## config.mk

```make
export PLATFORM = sky130hd
export DESIGN_NAME = wbts_addr
export DESIGN_NICKNAME = d
export VERILOG_FILES = /design/src/hw/rtl/wbts_pkg.sv /design/src/hw/rtl/wbts_addr.sv
export SDC_FILE = /design/constraint.sdc
export NUM_CORES = 2
export LEC_CHECK = 0
export BUFFER_PORTS_ARGS = -buffer_cell sky130_fd_sc_hd__buf_2
export CAP_MARGIN = 20
export CORE_MARGIN = 10
export CORE_UTILIZATION = 45
export CTS_CLUSTER_DIAMETER = 50
export DETAILED_ROUTE_END_ITERATION = 7
export PLACE_DENSITY = 0.7
export SLEW_MARGIN = 5
export SYNTH_ARGS = -nofsm -noshare
export SYNTH_HDL_FRONTEND = slang
export SYNTH_SLANG_ARGS = --single-unit
```

## constraint.sdc

```tcl
create_clock -name clk_i -period 10.2 [get_ports clk_i]
set_input_delay 0 -clock clk_i [delete_from_list [all_inputs] [get_ports clk_i]]
set_output_delay 0 -clock clk_i [all_outputs]
set_load 0.005 [all_outputs]
```

## src/hw/rtl/wbts_pkg.sv

```systemverilog
// shared constants, types and helpers of the texture sampler
package wbts_pkg;
  localparam int unsigned FracBits  = 16;
  localparam int unsigned AddrBits  = 16;
  localparam int unsigned SideBits  = 11;
  localparam int unsigned MaxSide   = 1024;
  localparam int unsigned CfgIdxBits = 2;

  typedef enum logic [CfgIdxBits-1:0] {
    RegWidth  = 2'd0,
    RegHeight = 2'd1,
    RegFilter = 2'd2,
    RegSpare  = 2'd3
  } cfg_reg_e;

  typedef enum logic {
    KindWrite  = 1'b0,
    KindSample = 1'b1
  } kind_e;

  typedef logic [23:0] texel_t;

  // per-stage control carried alongside the data
  typedef struct packed {
    logic valid;
    logic white;
    logic bilinear;
  } stage_ctl_t;

  // clamp a side to the largest supported size
  function automatic logic [SideBits-1:0] side_of(input logic [SideBits-1:0] v);
    side_of = (v > SideBits'(MaxSide)) ? SideBits'(MaxSide) : v;
  endfunction
endpackage

```

## src/hw/rtl/wbts_addr.sv

```systemverilog
// address stages: wrap, scale by size, centre, neighbour addresses
module wbts_addr (
  input  logic                          clk_i,
  input  logic                          rst_ni,
  input  logic                          en_i,
  input  wbts_pkg::stage_ctl_t          ctl_i,
  input  logic [15:0]                   fs_i,
  input  logic [15:0]                   ft_i,
  input  logic [wbts_pkg::SideBits-1:0] w_i,
  input  logic [wbts_pkg::SideBits-1:0] h_i,
  output wbts_pkg::stage_ctl_t          ctl_o,
  output logic [wbts_pkg::AddrBits-1:0] a00_o,
  output logic [wbts_pkg::AddrBits-1:0] a10_o,
  output logic [wbts_pkg::AddrBits-1:0] a01_o,
  output logic [wbts_pkg::AddrBits-1:0] a11_o,
  output logic [3:0]                    oob_o,
  output logic [15:0]                   u1_o,
  output logic [15:0]                   v1_o
);
  // stage 1: scale coordinates by sizes
  wbts_pkg::stage_ctl_t ctl1_q, ctl2_q, ctl3_q;
  logic [26:0] ds_q, dt_q;
  logic [10:0] w1_q, h1_q, w2_q, h2_q;

  always_ff @(posedge clk_i or negedge rst_ni) begin
    if (!rst_ni) begin
      ctl1_q <= '0;
    end else if (en_i) begin
      ctl1_q <= ctl_i;
    end
  end
  always_ff @(posedge clk_i) begin
    if (en_i) begin
      ds_q <= 27'(fs_i * w_i);
      dt_q <= 27'(ft_i * h_i);
      w1_q <= w_i;
      h1_q <= h_i;
    end
  end

  // stage 2: centre (bilinear) or plain floor (nearest), neighbour wrap
  logic [27:0] cs, ct;
  logic [10:0] x0_d, y0_d, x1_d, y1_d;
  logic [15:0] u1_d, v1_d;
  logic [10:0] x0_q, y0_q, x1_q, y1_q;
  logic [15:0] u1_q, v1_q, u1_3_q, v1_3_q;

  always_comb begin
    if (ctl1_q.bilinear) begin
      cs = (ds_q < 27'h8000) ? 28'(ds_q) + {1'b0, w1_q, 16'h0} - 28'h8000
                             : 28'(ds_q) - 28'h8000;
      ct = (dt_q < 27'h8000) ? 28'(dt_q) + {1'b0, h1_q, 16'h0} - 28'h8000
                             : 28'(dt_q) - 28'h8000;
    end else begin
      cs = 28'(ds_q);
      ct = 28'(dt_q);
    end
    x0_d = cs[26:16];
    y0_d = ct[26:16];
    u1_d = cs[15:0];
    v1_d = ct[15:0];
    x1_d = (x0_d + 11'd1 == w1_q) ? 11'd0 : x0_d + 11'd1;
    y1_d = (y0_d + 11'd1 == h1_q) ? 11'd0 : y0_d + 11'd1;
  end

  always_ff @(posedge clk_i or negedge rst_ni) begin
    if (!rst_ni) begin
      ctl2_q <= '0;
    end else if (en_i) begin
      ctl2_q <= ctl1_q;
    end
  end
  always_ff @(posedge clk_i) begin
    if (en_i) begin
      x0_q <= x0_d;
      y0_q <= y0_d;
      x1_q <= x1_d;
      y1_q <= y1_d;
      u1_q <= u1_d;
      v1_q <= v1_d;
      w2_q <= w1_q;
      h2_q <= h1_q;
    end
  end

  // stage 3: row-major addresses, one multiply per row
  logic [21:0] r0, r1;
  logic [22:0] s00, s10, s01, s11;
  logic [wbts_pkg::AddrBits-1:0] a00_q, a10_q, a01_q, a11_q;
  logic [3:0] oob_q;

  always_comb begin
    r0  = 22'(y0_q * w2_q);
    r1  = 22'(y1_q * w2_q);
    s00 = 23'(r0) + 23'(x0_q);
    s10 = 23'(r0) + 23'(x1_q);
    s01 = 23'(r1) + 23'(x0_q);
    s11 = 23'(r1) + 23'(x1_q);
  end

  always_ff @(posedge clk_i or negedge rst_ni) begin
    if (!rst_ni) begin
      ctl3_q <= '0;
    end else if (en_i) begin
      ctl3_q <= ctl2_q;
    end
  end
  always_ff @(posedge clk_i) begin
    if (en_i) begin
      a00_q  <= s00[15:0];
      a10_q  <= s10[15:0];
      a01_q  <= s01[15:0];
      a11_q  <= s11[15:0];
      oob_q  <= {s11[22:16] != '0, s01[22:16] != '0, s10[22:16] != '0, s00[22:16] != '0};
      u1_3_q <= u1_q;
      v1_3_q <= v1_q;
    end
  end

  assign ctl_o = ctl3_q;
  assign a00_o = a00_q;
  assign a10_o = a10_q;
  assign a01_o = a01_q;
  assign a11_o = a11_q;
  assign oob_o = oob_q;
  assign u1_o  = u1_3_q;
  assign v1_o  = v1_3_q;
endmodule

```

# After elaboration in Yosys (flattened, before gate mapping)
# Index checks and enable logic that the tools add are counted.
dict set report op_classes {
  add_sub_neg 12
  reduce_logical 4
  multipliers 4
  eq_ne 2
  magnitude_cmp 2
  muxes 4
}
# op count
set op_table {}
lappend op_table {{$mux W27} 4}
lappend op_table {{$sub A27 B16 Y27 const B} 4}
lappend op_table {{$add A22 B11 Y23} 4}
lappend op_table {{$add A27 B27 Y27} 2}
lappend op_table {{$lt A27 B16 Y1 const B} 2}
lappend op_table {{$mul A16 B11 Y27} 2}
lappend op_table {{$mul A11 B11 Y22} 2}
lappend op_table {{$reduce_bool A7 Y1} 4}
lappend op_table {{$add A11 B1 Y11 const B} 2}
lappend op_table {{$eq A11 B11 Y1} 2}
dict set report word_totals {
  wordCells 55
  register_bits 272
}

# Longest topological paths before layout
dict set report logic_depth {
  word_depth 6
  depth_mapped 27
  mapped_depth_nobuf 26
}

# Worst setup path before layout
# OpenSTA, ideal clock, no wires.
dict set report synth_path {
  path_type {reg2reg}
  from {register w2_q[5]}
  to {register oob_q[2] (netlist: oob_o[2]), data pin}
  synth_period_minus_slack_ns 6.303
  t_arrival_ns 6.040
  path_stages_with_launch 21
  setup_time_ns 0.263
  slack_ns 3.897
  cell_sequence {edfxtp_1 clkbuf_1 nand2_1 fa_1 fa_1 inv_1 fa_1 fa_1 inv_1 fa_1 inv_1 ha_1 and2_0 clkbuf_1 nor4b_1 nor2_1 o311ai_1 xnor2_1 a21oi_1 a211o_1 a2111o_1}
}
dict set report synth_between {
  elab_chain_len 3
}
# item line
set synth_rtl {}
lappend synth_rtl {{start, declared} wbts_addr.sv:23} ;# logic [10:0] w1_q, h1_q, w2_q, h2_q;
lappend synth_rtl {{start signal, assigned} wbts_addr.sv:81} ;# w2_q <= w1_q;
lappend synth_rtl {{$mul A11 B11 Y22} wbts_addr.sv:94} ;# r1 = 22'(y1_q * w2_q);
lappend synth_rtl {{$add A22 B11 Y23} wbts_addr.sv:97} ;# s01 = 23'(r1) + 23'(x0_q);
lappend synth_rtl {{$reduce_bool A7 Y1} wbts_addr.sv:114} ;# oob_q <= {s11[22:16] != '0, s01[22:16] != '0, s10[22:16] != '0, s00[22:16] != '0};
lappend synth_rtl {{end signal, assigned} wbts_addr.sv:114}
lappend synth_rtl {{end, declared} wbts_addr.sv:90} ;# logic [3:0] oob_q;
# Every way passes these cells.
# A chain may end at the register's enable or synchronous reset.

# Final worst setup path
dict set report layout_path {
  from {register w2_q[2]}
  to {register oob_q[2] (netlist: oob_o[2]), data pin}
}
# The elaborated chain is that of the path after synthesis.

==> run summary <==
The post-detailed-route DRC marker count came out at 0. The worst-skew pair later-pin latency came out at 0.58 ns. The tree is rooted in a sky130_fd_sc_hd__clkbuf_16.

The routability-driven placement congestion ratio came out at about 0.9. TritonCTS built the clock tree. The area enclosed by the die boundary is about 84,000 µm². After synthesis the netlist holds a flip-flop and latch count of between 200 and 300.

The synthesized netlist devotes 5.077% of its cell area to XOR and XNOR gates. The overall routed net length came out at between 70 and 80 mm. The normalized max-slew margin came out at 29.59%.

The number of unique standard cell types used by synthesis came out at 89. The path depth of the worst reg2reg path came out at 23. The via count of the routed design is 23,000.

The amount of wire on met3 after detailed routing came out at 5.349 mm. The share of the clock period used by the worst path came out at 69.34%. Setup repair after global routing left no endpoint under its margin.

The total global routing overflow came out at 0. The number of antenna violations at the first check in global routing is 1. The clock slew at the register clock pins of the worst setup and hold paths came out at 0.06 ns. The synthesized design spends more area on one cell type than any other, namely sky130_fd_sc_hd__fa_1. For this run, asynchronously set or reset flops after synthesis account for between 3 and 4%. The residual antenna-violating net count after detailed routing came out at 0. The global-route wire length before repair came out at 122.1 mm. The final sum of negative setup slack came out at 0 ns. The total number of clock tree sinks came out at 272. The upper clock frequency limit is 141.4 MHz.

In this run the worst hold path is classified as input pin to flip-flop. For the pin with the worst max-slew slack, the measured transition is 1.056 ns. After detailed routing, the met2 layer carries 33.15 mm of wire. The number of cells after detailed placement came out at 4,313. Along the worst hold path, the cell count comes to 1. The detailed placement HPWL came out at ~60 mm. From left edge to right edge, the die measures 290.5 µm. The number of buffers inserted during clock tree synthesis is 40. Dividing the detail-routed wire length by the instance count gives 16.57 µm. The critical path class is flip-flop to flip-flop. The origin of the worst min-delay path is en_i. The total core area is 72,710 µm².

The cell count after synthesis is ~3,300. The post-synthesis to final-layout area growth is 9.884%. The worst setup slack before clock tree synthesis came out at 3.115 ns. The post-cts resize count came out at 0. The clock skew after layout came out at 0.02469 ns.

The number of buffers added on ports is 162. The post-route met1 wirelength is 33.69 mm. The average instance area after synthesis came out at slightly below 10 µm². The synthesized design contains 263 enable-type register cells.

Among all flip-flop cells after synthesis, the most frequent one is sky130_fd_sc_hd__edfxtp_1. Of the post-synthesis cell area, the dominant cell type holds about a quarter. The setup slack of the most critical reg-to-reg path is 3.13 ns.

The post-synth net total is slightly above 4,000. The global-route usage over all layers is 17.35%. The kind of launch point of the worst setup path is a flip-flop. The row count is 99. The data required time at the worst endpoint came out at 10.53 ns. The worst setup path is captured at a flip-flop. By area, the combinational part of the netlist is dominated by adder cells. The worst register-to-register path begins at w2_q[2].

The total inserted antenna cells came out at 0. Measured along the y axis, the die boundary spans 290.5 µm. The Yosys step of the flow raised 0 warnings.

The number of global-route vias before repair is 23,690. The post-synthesis instance area came out at 32,920 µm². The maximum clock insertion buffer count came out at 3.

The time the final worst path needs with I/O delays and setup is around 7.1 ns. Of the total synthesized cell area, the portion taken by full adders, half adders and majority gates is 38.14%. The fraction of final layout cells sized beyond drive strength 1 is 8.471%. The largest fanout on the critical path came out at 22. The count of final max-slew check failures is 0. The arrival time reported for the critical path endpoint came out at 7.40 ns.

For hold timing, the worst endpoint is u1_o[14]. The area fraction in compound gates after synthesis came out at 8.304%. The net count reported at finish came out at 4,241. The number of setup buffers added after CTS is 0. The detailed-router iteration count before antenna repair came out at 5. The number of design-rule violations left by the first detailed-router iteration is 1,391. After Yosys synthesis, and, or, nand and nor cells account for 15.72% of the synthesized area.

The count of placed standard cells in the final layout, fillers left out came out at 4,418. The worst register-to-register path ends at oob_o[2]. The share of synthesized area occupied by flip-flops and latches is approximately a quarter. In the post-synthesis netlist, the biggest area contributors are sky130_fd_sc_hd__fa_1, sky130_fd_sc_hd__edfxtp_1, sky130_fd_sc_hd__ha_1. The post-detailed-route via-to-cell ratio came out at 5.206. The number of placed I/O pins is 163. The run finished with clean final reports. Routed signal wires occupy layers up through met5.

In the post-route analysis, the smallest setup slack over all paths is 3.128 ns. The initial standard-cell utilization of the core came out at 45.28%. The portion of netlist area occupied by mux cells came out at less than 1%.

Across the run, the number of max-cap violations was 0. The maximum number of pins on one net before global-route repair came out at 149. The number of setup violations in the final report is 0. The number of hold violations in the final report is 0. CTS built an H-tree with a depth of 2.
timing repair:
item	4_1_cts	5_1_grt
endpoints found under the setup margin	0	0
hold endpoints to repair	38	0
hold buffers	31	0
how the worst max path moves through the flow:
stage	from	endpoint	slack, ns	cells past startpoint
after floorplan	w2_q[5]	oob_o[2]	3.90	20
after global routing	w2_q[3]	oob_o[2]	2.44	23
after CTS	w2_q[2]	oob_o[2]	3.07	23
after detailed placement	w2_q[2]	oob_o[2]	3.11	23
after global placement	w2_q[5]	oob_o[2]	3.24	18
final	w2_q[2]	oob_o[2]	3.13	23
worst max-delay path, cell delays in order, from the launching register on:
cell                        delay [ns]
sky130_fd_sc_hd__edfxtp_1         0.69
sky130_fd_sc_hd__and2_1           0.32
sky130_fd_sc_hd__fa_1             0.49
sky130_fd_sc_hd__ha_1             0.21
sky130_fd_sc_hd__fa_1             0.49
sky130_fd_sc_hd__inv_1            0.06
sky130_fd_sc_hd__fa_1             0.54
sky130_fd_sc_hd__inv_1            0.05
sky130_fd_sc_hd__fa_1             0.43
sky130_fd_sc_hd__ha_1             0.34
sky130_fd_sc_hd__o21ai_0          0.13
sky130_fd_sc_hd__o21bai_1         0.12
sky130_fd_sc_hd__a2111oi_0        0.67
sky130_fd_sc_hd__or2_2            0.24
sky130_fd_sc_hd__xnor2_1          0.09
sky130_fd_sc_hd__ha_1             0.35
sky130_fd_sc_hd__and2_1           0.19
sky130_fd_sc_hd__nand2_1          0.06
sky130_fd_sc_hd__o21ai_0          0.21
sky130_fd_sc_hd__nor2_1           0.09
sky130_fd_sc_hd__nor2_1           0.27
sky130_fd_sc_hd__nand3_1          0.11
sky130_fd_sc_hd__a211o_1          0.30
sky130_fd_sc_hd__a2111o_1         0.38
cells by family (layout without fill, tap and decap cells):
group,after synthesis,in the layout
fa+ha+maj,754,754
compound gates,404,404
mux,15,15
simple gates,1015,1015
buf+inv,663,813
flops,272,272
xor+xnor,186,186
state kept, by name (all words and copies together), names as in the netlist, 11 cells and up:
signal  flops
ds_q       27
dt_q       27
a00_o      16
a01_o      16
a10_o      16
a11_o      16
u1_o       16
u1_q       16
v1_o       16
v1_q       16
h1_q       11
w1_q       11
w2_q       11
x0_q       11
x1_q       11
y0_q       11
y1_q       11
metal layers:
| metal | vias to the layer above | GRT usage, % |
|---|---|---|
| met1 | 11380 | 23.56 |
| met5 | - | 0 |
| li1 | 11000 | - |
| met4 | 2 | 3.345 |
| met2 | 542 | 27.75 |
| met3 | 77 | 4.532 |
synth_stat cells, types with 18 or more instances:
library cell,count
sky130_fd_sc_hd__nor2b_1,18
sky130_fd_sc_hd__a211oi_1,22
sky130_fd_sc_hd__nor3_1,36
sky130_fd_sc_hd__xor2_1,46
sky130_fd_sc_hd__edfxtp_1,263
sky130_fd_sc_hd__o21bai_1,20
sky130_fd_sc_hd__nand2b_1,21
sky130_fd_sc_hd__inv_1,541
sky130_fd_sc_hd__nor2_1,105
sky130_fd_sc_hd__a21oi_1,111
sky130_fd_sc_hd__clkbuf_1,118
sky130_fd_sc_hd__o21ai_0,63
sky130_fd_sc_hd__and2_1,305
sky130_fd_sc_hd__ha_1,338
sky130_fd_sc_hd__xnor2_1,137
sky130_fd_sc_hd__nand2_1,383
sky130_fd_sc_hd__fa_1,416
sky130_fd_sc_hd__o21a_1,27
sky130_fd_sc_hd__nand3_1,35
sky130_fd_sc_hd__a21o_1,48
area by class of cell:
cell class | count | area [µm²]
flip-flops and latches | 272 | 8123
multi-input cells | 2374 | 22300
fillers | 6574 | 36530
clock inverters | 31 | 332.8
well taps | 959 | 1200
repair buffers | 198 | 1181
clock buffers | 43 | 1012
inverters | 541 | 2031
metrics by stage:
| stage | hold slack [ns] | utilization (%) | instance area [µm²] |
|---|---|---|---|
| after detailed placement | -0.1438 | 47.48 | 34520 |
| after CTS | 0.03626 | 49.76 | 36180 |
| after global routing | 0.04873 | 49.76 | 36180 |
| after floorplan | -0.2956 | - | 32920 |
| after global placement | -0.1408 | 47.48 | 34520 |
| final | 0.01695 | 49.76 | 36180 |
cells in the final DEF (no fill, tap or decap), drive strengths merged, types with 11 or more instances in the layout:
| cell | synthesis | routed |
|---|---|---|
| a31oi | 15 | 15 |
| a21o | 48 | 48 |
| nor3 | 36 | 36 |
| o211ai | 12 | 12 |
| nor2b | 21 | 21 |
| edfxtp | 263 | 263 |
| a21oi | 111 | 111 |
| or2 | 16 | 16 |
| inv | 541 | 551 |
| clkinv | 0 | 17 |
| xor2 | 46 | 46 |
| o21bai | 20 | 20 |
| buf | 4 | 167 |
| nand3 | 36 | 36 |
| clkbuf | 118 | 43 |
| nor2 | 112 | 112 |
| a211oi | 22 | 22 |
| nand4 | 11 | 11 |
| o21ai | 63 | 63 |
| o21a | 27 | 27 |
| nand2b | 21 | 21 |
| nand2 | 383 | 383 |
| fa | 416 | 416 |
| xnor2 | 137 | 137 |
| nor4 | 13 | 13 |
| and2 | 308 | 308 |
| and3 | 15 | 15 |
| dlygate4sd3 | 0 | 31 |
| ha | 338 | 338 |
Power is left out: the tool's default activity adds up to more than one toggle a clock period on the data nets, which glitch-free logic cannot reach.
